$ cat src/design/ppmp6_pkg.sv
// ---------------------------------------------------------------------------
// ppmp6_pkg
// Types, codes and character helpers for the P6 header parser.
// ---------------------------------------------------------------------------
`default_nettype none

package ppmp6_pkg;

    localparam int NUMBER_BITS_DEF     = 16;
    localparam int BYTES_PER_PIXEL_DEF = 3;
    localparam int COUNT_W             = 34;
    localparam int FIELD_W             = 16;

    localparam logic [COUNT_W-1:0] COUNT_MAX = '1;

    localparam logic [7:0] CH_P     = 8'h50;
    localparam logic [7:0] CH_SIX   = 8'h36;
    localparam logic [7:0] CH_HASH  = 8'h23;
    localparam logic [7:0] CH_PLUS  = 8'h2B;
    localparam logic [7:0] CH_NL    = 8'h0A;
    localparam logic [7:0] CH_SPACE = 8'h20;
    localparam logic [7:0] CH_TAB   = 8'h09;
    localparam logic [7:0] CH_CR    = 8'h0D;
    localparam logic [7:0] CH_ZERO  = 8'h30;
    localparam logic [7:0] CH_NINE  = 8'h39;

    typedef enum logic [1:0] {
        PH_MAGIC  = 2'd0,
        PH_HEADER = 2'd1,
        PH_DATA   = 2'd2,
        PH_ERROR  = 2'd3
    } phase_t;

    typedef enum logic [2:0] {
        ST_HEADER = 3'd0,
        ST_PIXEL  = 3'd1,
        ST_ERROR  = 3'd2,
        ST_ACCEPT = 3'd3,
        ST_REJECT = 3'd4
    } status_t;

    localparam logic [1:0] MPOS_FIRST  = 2'd0;
    localparam logic [1:0] MPOS_SECOND = 2'd1;
    localparam logic [1:0] MPOS_THIRD  = 2'd2;

    localparam logic [1:0] FLD_WIDTH  = 2'd0;
    localparam logic [1:0] FLD_HEIGHT = 2'd1;
    localparam logic [1:0] FLD_MAXVAL = 2'd2;
    localparam logic [1:0] FLD_DONE   = 2'd3;

    typedef struct packed {
        phase_t     phase;
        logic [1:0] magic_pos;
        logic [1:0] field_idx;
        logic       in_comment;
        logic       in_number;
        logic       sign_seen;
    } ctrl_t;

    localparam ctrl_t CTRL_RESET = '{
        phase:      PH_MAGIC,
        magic_pos:  MPOS_FIRST,
        field_idx:  FLD_WIDTH,
        in_comment: 1'b0,
        in_number:  1'b0,
        sign_seen:  1'b0
    };

    function automatic logic is_ws(input logic [7:0] c);
        return (c == CH_SPACE) || ((c >= CH_TAB) && (c <= CH_CR));
    endfunction

    function automatic logic is_digit(input logic [7:0] c);
        return (c >= CH_ZERO) && (c <= CH_NINE);
    endfunction

endpackage

`default_nettype wire

$ cat src/design/ppmp6_if.sv
// ---------------------------------------------------------------------------
// ppmp6_if
// Valid/ready channels: file bytes in, per-byte results out.
// ---------------------------------------------------------------------------
`default_nettype none

interface ppmp6_byte_if;
    logic       valid;
    logic       ready;
    logic [7:0] data_byte;
    logic       last_byte;

    modport source (output valid, output data_byte, output last_byte, input ready);
    modport sink   (input valid, input data_byte, input last_byte, output ready);
endinterface

interface ppmp6_result_if;
    logic                               valid;
    logic                               ready;
    ppmp6_pkg::status_t                 status;
    logic [7:0]                         pixel_byte;
    logic [ppmp6_pkg::FIELD_W-1:0]      image_width;
    logic [ppmp6_pkg::FIELD_W-1:0]      image_height;
    logic [ppmp6_pkg::FIELD_W-1:0]      max_value;

    modport source (output valid, output status, output pixel_byte, output image_width,
                    output image_height, output max_value, input ready);
    modport sink   (input valid, input status, input pixel_byte, input image_width,
                    input image_height, input max_value, output ready);
endinterface

`default_nettype wire

$ cat src/design/ppm_p6_header_parser_top.sv
// ---------------------------------------------------------------------------
// ppm_p6_header_parser_top
// Streaming P6 header parser with pixel byte pass-through and size check.
// ---------------------------------------------------------------------------
// Takes one file byte per cycle and returns one result per byte, in order.
// A byte passes the input register, then the result register; a new byte can be
// taken every cycle, limited only by backpressure on the result channel. The
// whole scanner state update for a byte is combinational logic. The required
// byte count width*height*BYTES_PER_PIXEL is formed by a two-stage registered
// multiplier from the stored width and height, ready before the first pixel
// byte. After a byte marked last the parser returns to its reset state.
`default_nettype none

module ppm_p6_header_parser_top #(
    parameter int NUMBER_BITS     = ppmp6_pkg::NUMBER_BITS_DEF,
    parameter int BYTES_PER_PIXEL = ppmp6_pkg::BYTES_PER_PIXEL_DEF
) (
    input wire logic       clk,
    input wire logic       rst_n,
    ppmp6_byte_if.sink     byte_stream,
    ppmp6_result_if.source result
);

    localparam int NB     = NUMBER_BITS;
    localparam int CW     = ppmp6_pkg::COUNT_W;
    localparam int PROD_W = 2 * NB;
    localparam int EXT_W  = (PROD_W > CW) ? PROD_W : CW;
    localparam int NEED_W = CW + 3;

    // input stage
    logic       in_valid_reg;
    logic [7:0] in_byte_reg;
    logic       in_last_reg;

    // scanner state
    ppmp6_pkg::ctrl_t ctrl_reg;
    logic [NB-1:0]    acc_reg;
    logic [NB-1:0]    width_reg;
    logic [NB-1:0]    height_reg;
    logic [NB-1:0]    maxval_reg;
    logic [CW-1:0]    count_reg;

    // size product
    logic [PROD_W-1:0] prod_reg;
    logic [NEED_W-1:0] need_reg;
    logic              prod_big_reg;
    logic [EXT_W-1:0]  prod_ext;

    // result stage
    logic                            out_valid_reg;
    ppmp6_pkg::status_t              status_reg;
    logic [7:0]                      pixel_reg;
    logic [ppmp6_pkg::FIELD_W-1:0]   out_width_reg;
    logic [ppmp6_pkg::FIELD_W-1:0]   out_height_reg;
    logic [ppmp6_pkg::FIELD_W-1:0]   out_maxval_reg;

    ppmp6_pkg::ctrl_t   ctrl_next;
    logic [NB-1:0]      acc_next;
    logic [NB-1:0]      width_next;
    logic [NB-1:0]      height_next;
    logic [NB-1:0]      maxval_next;
    logic [CW-1:0]      count_next;
    ppmp6_pkg::status_t step_status;
    ppmp6_pkg::status_t status_next;
    logic [7:0]         pixel_next;
    logic               size_ok;
    logic               advance;
    logic               in_take;

    assign advance           = in_valid_reg && (!out_valid_reg || result.ready);
    assign byte_stream.ready = !in_valid_reg || advance;
    assign in_take           = byte_stream.valid && byte_stream.ready;

    ppmp6_step #(
        .NUMBER_BITS (NB)
    ) u_step (
        .data_byte   (in_byte_reg),
        .ctrl        (ctrl_reg),
        .acc         (acc_reg),
        .width_val   (width_reg),
        .height_val  (height_reg),
        .maxval_val  (maxval_reg),
        .ctrl_next   (ctrl_next),
        .acc_next    (acc_next),
        .width_next  (width_next),
        .height_next (height_next),
        .maxval_next (maxval_next),
        .status      (step_status)
    );

    assign prod_ext = EXT_W'(prod_reg);

    always_comb
    begin
        count_next = count_reg;
        if ((ctrl_reg.phase == ppmp6_pkg::PH_DATA) && (count_reg != ppmp6_pkg::COUNT_MAX))
            count_next = count_reg + CW'(1);
    end

    always_comb
    begin
        if (ctrl_reg.phase == ppmp6_pkg::PH_DATA)
            size_ok = !prod_big_reg && (NEED_W'(count_next) >= need_reg);
        else
            // last byte is the whitespace after maxval: no pixel bytes
            size_ok = (width_next == '0) || (height_next == '0);
    end

    always_comb
    begin
        pixel_next = (ctrl_reg.phase == ppmp6_pkg::PH_DATA) ? in_byte_reg : 8'h00;
        if (!in_last_reg)
            status_next = step_status;
        else if ((ctrl_next.phase == ppmp6_pkg::PH_DATA) && size_ok)
            status_next = ppmp6_pkg::ST_ACCEPT;
        else
            status_next = ppmp6_pkg::ST_REJECT;
    end

    always_ff @(posedge clk or negedge rst_n)
    begin
        if (!rst_n)
        begin
            in_valid_reg  <= 1'b0;
            out_valid_reg <= 1'b0;
            ctrl_reg      <= ppmp6_pkg::CTRL_RESET;
            acc_reg       <= '0;
            width_reg     <= '0;
            height_reg    <= '0;
            maxval_reg    <= '0;
            count_reg     <= '0;
        end
        else
        begin
            if (in_take)
                in_valid_reg <= 1'b1;
            else if (advance)
                in_valid_reg <= 1'b0;

            if (advance)
                out_valid_reg <= 1'b1;
            else if (result.ready)
                out_valid_reg <= 1'b0;

            if (advance)
            begin
                if (in_last_reg)
                begin
                    ctrl_reg   <= ppmp6_pkg::CTRL_RESET;
                    acc_reg    <= '0;
                    width_reg  <= '0;
                    height_reg <= '0;
                    maxval_reg <= '0;
                    count_reg  <= '0;
                end
                else
                begin
                    ctrl_reg   <= ctrl_next;
                    acc_reg    <= acc_next;
                    width_reg  <= width_next;
                    height_reg <= height_next;
                    maxval_reg <= maxval_next;
                    count_reg  <= count_next;
                end
            end
        end
    end

    always_ff @(posedge clk)
    begin
        if (in_take)
        begin
            in_byte_reg <= byte_stream.data_byte;
            in_last_reg <= byte_stream.last_byte;
        end

        prod_reg     <= PROD_W'(width_reg) * PROD_W'(height_reg);
        prod_big_reg <= prod_ext > EXT_W'(ppmp6_pkg::COUNT_MAX);
        need_reg     <= NEED_W'(prod_ext[CW-1:0]) * NEED_W'(BYTES_PER_PIXEL);

        if (advance)
        begin
            status_reg     <= status_next;
            pixel_reg      <= pixel_next;
            out_width_reg  <= ppmp6_pkg::FIELD_W'(width_next);
            out_height_reg <= ppmp6_pkg::FIELD_W'(height_next);
            out_maxval_reg <= ppmp6_pkg::FIELD_W'(maxval_next);
        end
    end

    assign result.valid        = out_valid_reg;
    assign result.status       = status_reg;
    assign result.pixel_byte   = pixel_reg;
    assign result.image_width  = out_width_reg;
    assign result.image_height = out_height_reg;
    assign result.max_value    = out_maxval_reg;

endmodule

`default_nettype wire

$ cat src/design/ppmp6_step.sv
// ---------------------------------------------------------------------------
// ppmp6_step
// Next-state logic of the header scanner for one byte.
// ---------------------------------------------------------------------------
`default_nettype none

module ppmp6_step #(
    parameter int NUMBER_BITS = ppmp6_pkg::NUMBER_BITS_DEF
) (
    input  wire logic [7:0]             data_byte,
    input  wire ppmp6_pkg::ctrl_t       ctrl,
    input  wire logic [NUMBER_BITS-1:0] acc,
    input  wire logic [NUMBER_BITS-1:0] width_val,
    input  wire logic [NUMBER_BITS-1:0] height_val,
    input  wire logic [NUMBER_BITS-1:0] maxval_val,
    output ppmp6_pkg::ctrl_t            ctrl_next,
    output logic [NUMBER_BITS-1:0]      acc_next,
    output logic [NUMBER_BITS-1:0]      width_next,
    output logic [NUMBER_BITS-1:0]      height_next,
    output logic [NUMBER_BITS-1:0]      maxval_next,
    output ppmp6_pkg::status_t          status
);

    localparam int MW = NUMBER_BITS + 4;

    logic          ws;
    logic          digit;
    logic [3:0]    digit_val;
    logic [MW-1:0] acc_mul;
    logic          overflow;
    logic          hdr;
    logic          btw;

    assign ws        = ppmp6_pkg::is_ws(data_byte);
    assign digit     = ppmp6_pkg::is_digit(data_byte);
    assign digit_val = data_byte[3:0];
    // acc * 10 + digit
    assign acc_mul   = (MW'(acc) << 3) + (MW'(acc) << 1) + MW'(digit_val);
    assign overflow  = |acc_mul[MW-1:NUMBER_BITS];

    always_comb
    begin
        ctrl_next   = ctrl;
        acc_next    = acc;
        width_next  = width_val;
        height_next = height_val;
        maxval_next = maxval_val;
        hdr         = 1'b0;
        btw         = 1'b0;

        case (ctrl.phase)
            ppmp6_pkg::PH_MAGIC:
            begin
                case (ctrl.magic_pos)
                    ppmp6_pkg::MPOS_FIRST:
                    begin
                        if (data_byte == ppmp6_pkg::CH_P)
                            ctrl_next.magic_pos = ppmp6_pkg::MPOS_SECOND;
                        else
                            ctrl_next.phase = ppmp6_pkg::PH_ERROR;
                    end
                    ppmp6_pkg::MPOS_SECOND:
                    begin
                        if (data_byte == ppmp6_pkg::CH_SIX)
                            ctrl_next.magic_pos = ppmp6_pkg::MPOS_THIRD;
                        else
                            ctrl_next.phase = ppmp6_pkg::PH_ERROR;
                    end
                    default:
                    begin
                        if (ws || (data_byte == ppmp6_pkg::CH_HASH))
                        begin
                            ctrl_next.phase = ppmp6_pkg::PH_HEADER;
                            hdr             = 1'b1;
                        end
                        else
                        begin
                            ctrl_next.phase = ppmp6_pkg::PH_ERROR;
                        end
                    end
                endcase
            end
            ppmp6_pkg::PH_HEADER:
            begin
                hdr = 1'b1;
            end
            default:
            begin
            end
        endcase

        if (hdr)
        begin
            if (ctrl.in_comment)
            begin
                if (data_byte == ppmp6_pkg::CH_NL)
                    ctrl_next.in_comment = 1'b0;
            end
            else if (!ctrl.in_number)
            begin
                btw = 1'b1;
            end
            else if (digit)
            begin
                if (overflow)
                begin
                    ctrl_next.phase = ppmp6_pkg::PH_ERROR;
                end
                else
                begin
                    acc_next            = acc_mul[NUMBER_BITS-1:0];
                    ctrl_next.sign_seen = 1'b0;
                end
            end
            else if (ctrl.sign_seen)
            begin
                ctrl_next.phase = ppmp6_pkg::PH_ERROR;
            end
            else
            begin
                ctrl_next.in_number = 1'b0;
                acc_next            = '0;
                case (ctrl.field_idx)
                    ppmp6_pkg::FLD_WIDTH:
                    begin
                        width_next          = acc;
                        ctrl_next.field_idx = ppmp6_pkg::FLD_HEIGHT;
                        btw                 = 1'b1;
                    end
                    ppmp6_pkg::FLD_HEIGHT:
                    begin
                        height_next         = acc;
                        ctrl_next.field_idx = ppmp6_pkg::FLD_MAXVAL;
                        btw                 = 1'b1;
                    end
                    default:
                    begin
                        maxval_next         = acc;
                        ctrl_next.field_idx = ppmp6_pkg::FLD_DONE;
                        ctrl_next.phase     = ws ? ppmp6_pkg::PH_DATA : ppmp6_pkg::PH_ERROR;
                    end
                endcase
            end

            // byte outside a number and outside a comment
            if (btw && !ws)
            begin
                if (data_byte == ppmp6_pkg::CH_HASH)
                begin
                    ctrl_next.in_comment = 1'b1;
                end
                else if (digit)
                begin
                    ctrl_next.in_number = 1'b1;
                    ctrl_next.sign_seen = 1'b0;
                    acc_next            = NUMBER_BITS'(digit_val);
                end
                else if (data_byte == ppmp6_pkg::CH_PLUS)
                begin
                    ctrl_next.in_number = 1'b1;
                    ctrl_next.sign_seen = 1'b1;
                    acc_next            = '0;
                end
                else
                begin
                    ctrl_next.phase = ppmp6_pkg::PH_ERROR;
                end
            end
        end
    end

    always_comb
    begin
        if (ctrl.phase == ppmp6_pkg::PH_DATA)
            status = ppmp6_pkg::ST_PIXEL;
        else if (ctrl_next.phase == ppmp6_pkg::PH_ERROR)
            status = ppmp6_pkg::ST_ERROR;
        else
            status = ppmp6_pkg::ST_HEADER;
    end

endmodule

`default_nettype wire

$ cat src/flat_wrapper.sv
// flat-port wrapper written by rule: the top's interface ports become plain ports
module ppm_p6_header_parser_top_flat 
#(
    parameter int NUMBER_BITS     = ppmp6_pkg::NUMBER_BITS_DEF,
    parameter int BYTES_PER_PIXEL = ppmp6_pkg::BYTES_PER_PIXEL_DEF
)
  (clk, rst_n, byte_stream_valid, byte_stream_data_byte, byte_stream_last_byte, byte_stream_ready, result_valid, result_status, result_pixel_byte, result_image_width, result_image_height, result_max_value, result_ready);
  ppmp6_byte_if byte_stream_i ();
  ppmp6_result_if result_i ();
  input wire logic clk;
  input wire logic rst_n;
  input wire logic [$bits(byte_stream_i.valid)-1:0] byte_stream_valid;
  input wire logic [$bits(byte_stream_i.data_byte)-1:0] byte_stream_data_byte;
  input wire logic [$bits(byte_stream_i.last_byte)-1:0] byte_stream_last_byte;
  output wire logic [$bits(byte_stream_i.ready)-1:0] byte_stream_ready;
  output wire logic [$bits(result_i.valid)-1:0] result_valid;
  output wire logic [$bits(result_i.status)-1:0] result_status;
  output wire logic [$bits(result_i.pixel_byte)-1:0] result_pixel_byte;
  output wire logic [$bits(result_i.image_width)-1:0] result_image_width;
  output wire logic [$bits(result_i.image_height)-1:0] result_image_height;
  output wire logic [$bits(result_i.max_value)-1:0] result_max_value;
  input wire logic [$bits(result_i.ready)-1:0] result_ready;
  assign byte_stream_i.valid = byte_stream_valid;
  assign byte_stream_i.data_byte = byte_stream_data_byte;
  assign byte_stream_i.last_byte = byte_stream_last_byte;
  assign byte_stream_ready = byte_stream_i.ready;
  assign result_valid = result_i.valid;
  assign result_status = result_i.status;
  assign result_pixel_byte = result_i.pixel_byte;
  assign result_image_width = result_i.image_width;
  assign result_image_height = result_i.image_height;
  assign result_max_value = result_i.max_value;
  assign result_i.ready = result_ready;
  ppm_p6_header_parser_top #(.NUMBER_BITS(NUMBER_BITS), .BYTES_PER_PIXEL(BYTES_PER_PIXEL)) u_core (.clk(clk), .rst_n(rst_n), .byte_stream(byte_stream_i), .result(result_i));
endmodule
$ cat config.mk
export PLATFORM = sky130hd
export DESIGN_NAME = ppm_p6_header_parser_top_flat
export DESIGN_NICKNAME = d
export VERILOG_FILES = /design/src/design/ppmp6_pkg.sv /design/src/design/ppmp6_if.sv /design/src/design/ppm_p6_header_parser_top.sv /design/src/design/ppmp6_step.sv /design/src/flat_wrapper.sv
export SDC_FILE = /design/constraint.sdc
export NUM_CORES = 1
export LEC_CHECK = 0
export BUFFER_PORTS_ARGS = -buffer_cell sky130_fd_sc_hd__buf_2
export CAP_MARGIN = 20
export CORE_UTILIZATION = 62
export CTS_CLUSTER_DIAMETER = 40
export DETAILED_ROUTE_END_ITERATION = 8
export HOLD_SLACK_MARGIN = 0.15
export PLACE_DENSITY = 0.89
export SYNTH_ARGS = -nofsm -noshare
export SYNTH_HDL_FRONTEND = slang
export SYNTH_SLANG_ARGS = --single-unit
$ cat constraint.sdc
create_clock -name clk -period 7.29 [get_ports clk]
set_input_delay 2.187 -clock clk [delete_from_list [all_inputs] [get_ports clk]]
set_output_delay 2.187 -clock clk [all_outputs]
set_load 0.005 [all_outputs]
== Word-level counts from Yosys, hierarchy flattened ==
Cells that the tools add are included.
Storage, ports and cells
  register bits: 246
  input bits: 13
  logic and storage cells: 178
Operators by class
  add/sub/neg operators: 3
  $mul: 2
  $lt $le $gt $ge: 6
  equality and inequality tests: 18
  multiplexer cells: 92
  reductions and logical operators: 34
Operators by type and width (number)
  16-bit 2-to-1 mux: 32
  34-bit 2-to-1 mux: 2
  2-bit 2-to-1 mux: 27
  34-bit by 36-bit greater-or-equal comparator with 1-bit output: 1
  34-bit by 1-bit adder with 34-bit output (second input constant): 1
  32-bit by 34-bit > comparator with 1-bit output (second input constant): 1
  32-bit by 2-bit multiplier with 34-bit output (second input constant): 1
  34-bit != test (second input constant): 1
  8-bit by 6-bit equality test with 1-bit output (second input constant): 4
  16-bit logical NOT: 2
  16-bit by 16-bit multiplier with 32-bit output: 1
  1-bit 2-to-1 mux: 21
  19-bit by 17-bit adder with 20-bit output: 1
  20-bit by 4-bit adder with 20-bit output: 1
  2-bit one-hot mux with 2 select lines: 3
  2-bit nonzero test: 5
  3-bit 2-to-1 mux: 3
  9-bit 2-to-1 mux: 1
  8-bit by 4-bit equality test with 1-bit output (second input constant): 1
  8-bit by 7-bit equality test with 1-bit output (second input constant): 1
  8-bit by 4-bit greater-or-equal comparator with 1-bit output (second input constant): 1
  8-bit by 6-bit greater-or-equal comparator with 1-bit output (second input constant): 1
  8-bit by 4-bit less-or-equal comparator with 1-bit output (second input constant): 1
  8-bit by 6-bit less-or-equal comparator with 1-bit output (second input constant): 1
  other kinds (17): 41

== Depth between registers and ports, before layout ==
Gate-level depths: netlist (run 1).
  depth after elaboration: 21
  gate-level depth with buffers: 25
  mapped depth without buffers: 23

== Modules after synthesis ==
Synthesis (run 1) repeated with hierarchy kept, for this count alone.
Second synthesis, totals
  cells, all modules: 2398
  area, all modules: 22137.5 um2
By module, submodules not included
  ppm_p6_header_parser_top: times used 1, cells each 2083, area an instance 19706.4 um2
  ppmp6_step: times used 1, cells each 315, area an instance 2431.1 um2

== Worst setup path after synthesis (run 1) ==
OpenSTA, ideal clock, no wires.
  kind: flip-flop to flip-flop
  start point: register u_core.height_reg[9]
  end point: register u_core.prod_reg[31]
  arrival: 6.033 ns
  data required time: 7.218 ns
  setup slack: 1.185 ns
  stages on the path, launching flop included: 25
  cell sequence: dfrtp_1 -> clkbuf_1 -> buf_1 -> nand2_1 -> fa_1 -> inv_1 -> fa_1 -> inv_1 -> fa_1 -> inv_1 -> fa_1 -> fa_1 -> inv_1 -> fa_1 -> inv_1 -> ha_1 -> and4_1 -> and2_1 -> o311a_1 -> nor3_1 -> nor2_1 -> nor4_1 -> o21bai_1 -> a21oi_1 -> xnor2_1
Between the ends
  cells in the longest elaborated chain, start to end: 1
RTL lines
  start: declaration: RTL line ppm_p6_header_parser_top.sv:39  | logic [NB-1:0] height_reg;
  start signal: assignment: RTL line ppm_p6_header_parser_top.sv:161  | height_reg <= height_next;
  16-bit by 16-bit multiplier with 32-bit output: RTL line ppm_p6_header_parser_top.sv:177  | prod_reg <= PROD_W'(width_reg) * PROD_W'(height_reg);
  end signal: assignment: RTL line ppm_p6_header_parser_top.sv:177
  end: declaration: RTL line ppm_p6_header_parser_top.sv:44  | logic [PROD_W-1:0] prod_reg;
Every way passes these cells.
A chain may end at the register's enable or synchronous reset.

== Worst setup path after layout (run 1) ==
  start point: register u_core.width_reg[5]
  end point: register u_core.prod_reg[25]
Between the ends
  cells in the longest elaborated chain, start to end: 1
RTL lines
  start: declaration: RTL line ppm_p6_header_parser_top.sv:38  | logic [NB-1:0] width_reg;
  start signal: assignment: RTL line ppm_p6_header_parser_top.sv:160  | width_reg <= width_next;
  16-bit by 16-bit multiplier with 32-bit output: RTL line ppm_p6_header_parser_top.sv:177
Every way passes these cells.

==> results of run 1 <==
[power by group through the flow]
stage          Clock, mW  Sequential [mW]  Combinational (mW)
2_1_floorplan          0             1.49               0.141
3_3_place_gp           0             1.50               0.211
3_5_place_dp           0             1.50               0.222
4_1_cts             1.54             1.47               0.228
5_1_grt             1.60             1.48               0.249
6_report            1.53             1.48               0.231
[cells by family after synthesis]
group                      count (synthesis)
muxes                                     71
xor gates and xnor gates                  99
adders and majority gates                400
and+or+nand+nor                          629
DFF                                      243
AOI/OAI and AO/OA                        381
buffers and inverters                    409
[routing by layer]
| layer | up-vias | global-route usage |
|---|---|---|
| met5 | - | 0 |
| li1 | 7511 | - |
| met1 | 8338 | 0.398 |
| met2 | 943 | 0.516 |
| met3 | 227 | 0.0479 |
| met4 | 2 | 0.144 |
[worst max-delay path, delay by kind of cell (launching register included)]
family          cells  cell delay (ns)
fa+ha+maj           7             3.56
compound gates      7             1.68
flops               1             0.82
simple gates        2             0.29
buf+inv             3             0.15
xor+xnor            1             0.14
[layout by cell type, fill, tap and decap left out, types with 41 or more instances in the layout]
cell        n
nand2_1   234
nor2_1     73
dfxtp_1    66
buf_2      72
dfrtp_1   109
inv_1     294
and2_1    130
ha_1      203
xnor2_1    63
fa_1      197
mux2_2     48
edfxtp_1   68
nor3_1     41
a22o_1     62
a21oi_1    89
o21ai_0    63
[layout make-up]
cell class / count / share of cell area
clock buffers: 35 / 0.0349
well taps: 455 / 0.0245
multi-input cells: 1580 / 0.601
clock inverters: 23 / 0.0102
repair buffers: 85 / 0.0197
flip-flops and latches: 243 / 0.262
inverters: 295 / 0.0476
[final timing paths]
| check | startpoint | end | slack [ns] | depth (start not counted) |
|---|---|---|---|---|
| max | u_core.width_reg[5] | u_core.prod_reg[25] | 0.53 | 20 |
| min | u_core.prod_reg[0] | u_core.need_reg[0] | 0.36 | 0 |
| max reg2reg | u_core.width_reg[5] | u_core.prod_reg[25] | 0.53 | 20 |
| min reg2reg | u_core.prod_reg[0] | u_core.need_reg[0] | 0.36 | 0 |
| max in group asynchronous | rst_n | u_core.height_reg[2] | 4.39 | 2 |
| min in group asynchronous | rst_n | u_core.count_reg[2] | 1.77 | 1 |
==> out/results.txt, run 1 <==
Routed len/inst -> 20.2 um
Initial core utilization -> 0.628
Core Util, Final -> 0.675
FF+latch area -> 6090 um2
Die Span Y -> 189 um
CTS tree -> done
Layout cell share with drive strength beyond 1 -> 0.0920
Vias in the first global route -> 17400
Clock Skew -> 0.0228 ns
Lkg Pwr -> 11.5 nW
EDFF count, synth -> 68
WP data required -> 7.77 ns
Row cnt -> 68
Final Hold Viols -> 0
Mux cell area share after synthesis -> 0.0356
Final Critical Period -> 6.76 ns
Synth top area cells -> fa_1 (18%), dfrtp_1 (13%), ha_1 (12%)
Failing checks -> DRC
Hpwl dp -> 39800 um
Reg clk slew, reported paths -> 0.07 ns
Register bit total from synthesis -> 243
GPL Wtd Cong -> 0.910
XOR/XNOR Fraction of Synth Area -> 0.0401
Final #Nets -> 2649
Part of the power in combinational logic -> 0.071
Largest net degree at the start of global routing -> 87
WL met1 -> 21000 um
Pwr dens -> 139 nW/um2
Total Power -> 3.24 mW
WL met2 -> 26400 um
# DRC -> 1
Clk pwr share -> 0.473
Top-count cell post-synth -> inv_1
Ys async rst share -> 0.449
Syn_nets -> 2645
Peak Freq -> 0.148 GHz
Ys Warns -> 0
Final wirelength -> 54800 um
DRT Pass-1 Iters -> 8
# resized after CTS -> 0
Mean Syn Cell Area -> 9.70 um2
Post-CTS Hold Buffers -> 0
Largest fanout on the critical path -> 19
Area of the multi-input gates -> 14000 um2
Status -> complete, but fails checks
Final setup fails -> 0
Sw Share -> 0.257
Compound-cell area share of the yosys netlist -> 0.123
I/O pin total -> 74
Full die area -> 35700 um2
Highest metal used -> met5
Post-Syn Instances -> 2232
Cell variety after synth -> 84
H-tree levels -> 1
Internal Power -> 2.41 mW
Crit-path cells -> nand2_1, fa_1, inv_1, fa_1, fa_1, fa_1, fa_1, inv_1, fa_1, inv_1, ha_1, a21oi_1, o21ai_0, a211oi_1, a211oi_1, o31ai_1, a21oi_1, o21a_1, nor2_1, xnor2_1
First-pass GRT wire length -> 88500 um
Slew Viols, Final -> 0
Diodes inserted -> 0
Post-placement cell count -> 2656
Syn-to-layout area delta -> 7.47%
Post-Place Setup Slack -> 0.665 ns
Crit end category -> flip-flop
Peak per-stage delay on the critical path -> 0.82 ns
Final period util -> 0.928
Hold Path Class -> flip-flop to flip-flop
Hold WS -> 0.359 ns
Ys flop type -> dfrtp_1
Startpoint type of the worst setup path -> flip-flop
Routed Antenna Nets -> 0
Fillers -> 2432
Routed wl met3 -> 4650 um
Post-synthesis simple-gate area fraction -> 0.148
Maximum vdd drop -> 0.000206 V
I/O Buffers -> 73
Max clock buf depth -> 3
GRT overflow -> 0
Fraction of the yosys area taken by sequential cells -> 0.281
Vias per inst -> 6.27
Setup bufs post-CTS -> 0
Top cell by count, worst path -> fa_1
Die Wd -> 189 um
Synth Area in Adders -> 0.300
Non-Filler Instances -> 2716
Largest family of logic cells by synthesized area -> adder cells
Area of the core -> 34500 um2
Yosys top cell area share -> 0.182
Area leader, netlist -> fa_1
GRT Total Usage -> 0.310
CTS Buf Count -> 31
Crit path DAT -> 7.25 ns
Psw -> 0.834 mW
Clk root buf -> clkbuf_16
Synth top cells by count -> inv_1 (294), nand2_1 (235), ha_1 (203)
Starting DRT DRC Count -> 1872
Mapped Area -> 21600 um2
Final worst slack -> 0.525 ns
Max Cap Violations -> 0
Antenna violations before repair -> 1
Crit Path Class -> flip-flop to flip-flop
Via count -> 17000
Placement Cell Area -> 22200 um2
Fin area -> 23300 um2
Worst-margin pin slew -> 0.975 ns
Seq pwr share -> 0.455
Clock sink count -> 243
Post-route setup TNS -> 0 ns
Slew headroom -> 0.350
RSZ-0062 raised after global routing -> false
Worst path slowest cell -> dfrtp_1
Clock latency on the worst-skew pair -> 0.59 ns
(Power assumes the default switching activity.)
==> run 2, diff against run 1 <==
- HOLD_SLACK_MARGIN: 0.15 -> default
- RECOVER_POWER: default -> 50
- SETUP_SLACK_MARGIN: default -> 0.5
==> run 2 against run 1 <==
The flow finishes with violations (DRC, capacitance limit, slew limit); final cell count did not move; clock power barely moved; largest power group unchanged; sequential cell count did not move; hold slack improved by 0.0027 ns; critical endpoint unchanged; via count barely moved.
==> out/results.txt, run 2 (same netlist as run 1, synthesis figures left out) <==
Status -> complete, but fails checks
Failing checks -> DRC, capacitance limit, slew limit
Clock latency on the worst-skew pair -> 0.59 ns
Peak per-stage delay on the critical path -> 0.80 ns
I/O Buffers -> 73
Non-Filler Instances -> 2716
WP data required -> 7.73 ns
DRT Pass-1 Iters -> 8
Reg clk slew, reported paths -> 0.07 ns
CTS Buf Count -> 31
Startpoint type of the worst setup path -> flip-flop
First-pass GRT wire length -> 88500 um
Setup bufs post-CTS -> 0
Worst-margin pin slew -> 4.12 ns
Commonest non-fill, non-tap cell in the layout -> inv_1
Lkg Pwr -> 11.5 nW
Clk root buf -> clkbuf_16
Clock Skew -> 0.0250 ns
Slew Viols, Final -> 69
GPL Wtd Cong -> 0.910
Full die area -> 35700 um2
Hpwl dp -> 39800 um
Max Cap Violations -> 1
Final period util -> 0.912
RSZ-0062 raised after global routing -> true
Final setup fails -> 0
Peak Freq -> 0.150 GHz
Initial core utilization -> 0.628
Row cnt -> 68
Largest fanout on the critical path -> 19
Post-CTS Hold Buffers -> 0
Antenna violations before repair -> 1
Hold WS -> 0.362 ns
Routed Antenna Nets -> 0
Crit path DAT -> 7.09 ns
Final wirelength -> 54700 um
GRT overflow -> 0
Pwr dens -> 139 nW/um2
# DRC -> 1
Syn-to-layout area delta -> 7.37%
Layout cell share with drive strength beyond 1 -> 0.0787
CTS tree -> done
Commonest cells after routing, fill and taps aside -> inv_1 (295), nand2_1 (235), ha_1 (203)
Final #Nets -> 2649
Area of the core -> 34500 um2
Crit end category -> flip-flop
Worst path slowest cell -> dfrtp_1
Largest net degree at the start of global routing -> 87
Diodes inserted -> 0
Maximum vdd drop -> 0.000204 V
Final Critical Period -> 6.65 ns
Post-route setup TNS -> 0 ns
Clock sink count -> 243
Top cell by count, worst path -> fa_1
# resized after CTS -> 0
Via count -> 17000
Vias per inst -> 6.27
Final Hold Viols -> 0
I/O pin total -> 74
Die Wd -> 189 um
Vias in the first global route -> 17400
H-tree levels -> 1
Slew headroom -> -1.75
Hold Path Class -> flip-flop to flip-flop
Die Span Y -> 189 um
Starting DRT DRC Count -> 1768
Routed len/inst -> 20.1 um
Crit-path cells -> nand2_1, fa_1, inv_1, fa_1, fa_1, fa_1, fa_1, inv_1, fa_1, inv_1, ha_1, nand2_1, o21ai_0, a211oi_1, a211oi_1, o31ai_2, a21oi_1, o21a_1, nor2_1, xnor2_1
Crit Path Class -> flip-flop to flip-flop
Post-placement cell count -> 2656
GRT Total Usage -> 0.310
Max clock buf depth -> 3
==> run 2: path summary, 6_finish.rpt <==
check | startpoint | end | slack, ns | cells past startpoint
min in group asynchronous | rst_n | u_core.count_reg[2] | 3.05 | 1
worst min-delay path | u_core.prod_reg[0] | u_core.need_reg[0] | 0.36 | 0
worst min register to register | u_core.prod_reg[0] | u_core.need_reg[0] | 0.36 | 0
worst max register to register | u_core.width_reg[5] | u_core.prod_reg[25] | 0.64 | 20
worst max-delay path | u_core.width_reg[5] | u_core.prod_reg[25] | 0.64 | 20
max in group asynchronous | rst_n | u_core.width_reg[6] | 1.53 | 2
==> run 2: stage by stage <==
step                      worst slack, ns  instance area, um2  power, mW  utilization
after floorplan                      1.18               21600       1.63            -
after global placement              0.825               22200       1.71        0.644
after detailed placement            0.665               22200       1.72        0.644
after CTS                           0.613               23200       3.24        0.674
after global routing                0.369               23200       3.32        0.674
final                               0.645               23200       3.24        0.674
==> run 2: power breakdown <==
part	internal (mW)	switching, mW	total (mW)
Combinational	0.0757	0.152	0.227
Clock	0.889	0.647	1.54
Sequential	1.44	0.0347	1.48
==> run 2: cell type report <==
type | instances | area [um2]
Tap cell | 455 | 569
Fill cell | 2435 | 11200
Clock buffer | 35 | 812
Sequential cell | 243 | 6100
Timing Repair Buffer | 85 | 444
Clock inverter | 23 | 236
Inverter | 295 | 1110
Multi-Input combinational cell | 1580 | 14000
==> run 2: worst max-delay path: cells and delay by family (launching register included) <==
kind / cells / cell delay (ns)
AND/OR/NAND/NOR: 3 / 0.29
AO/OA/AOI/OAI: 6 / 1.56
adder cells (fa/ha/maj): 7 / 3.55
XOR/XNOR: 1 / 0.14
buffers and inverters: 3 / 0.15
flip-flops: 1 / 0.80
==> run 2: routing by layer <==
metal / track usage / vias to the layer above / routed length (um)
met2: 0.516 / 954 / 26400
met5: 0 / - / 11
met1: 0.398 / 8329 / 20900
met3: 0.0479 / 222 / 4640
met4: 0.144 / 2 / 2790
li1: - / 7515 / -
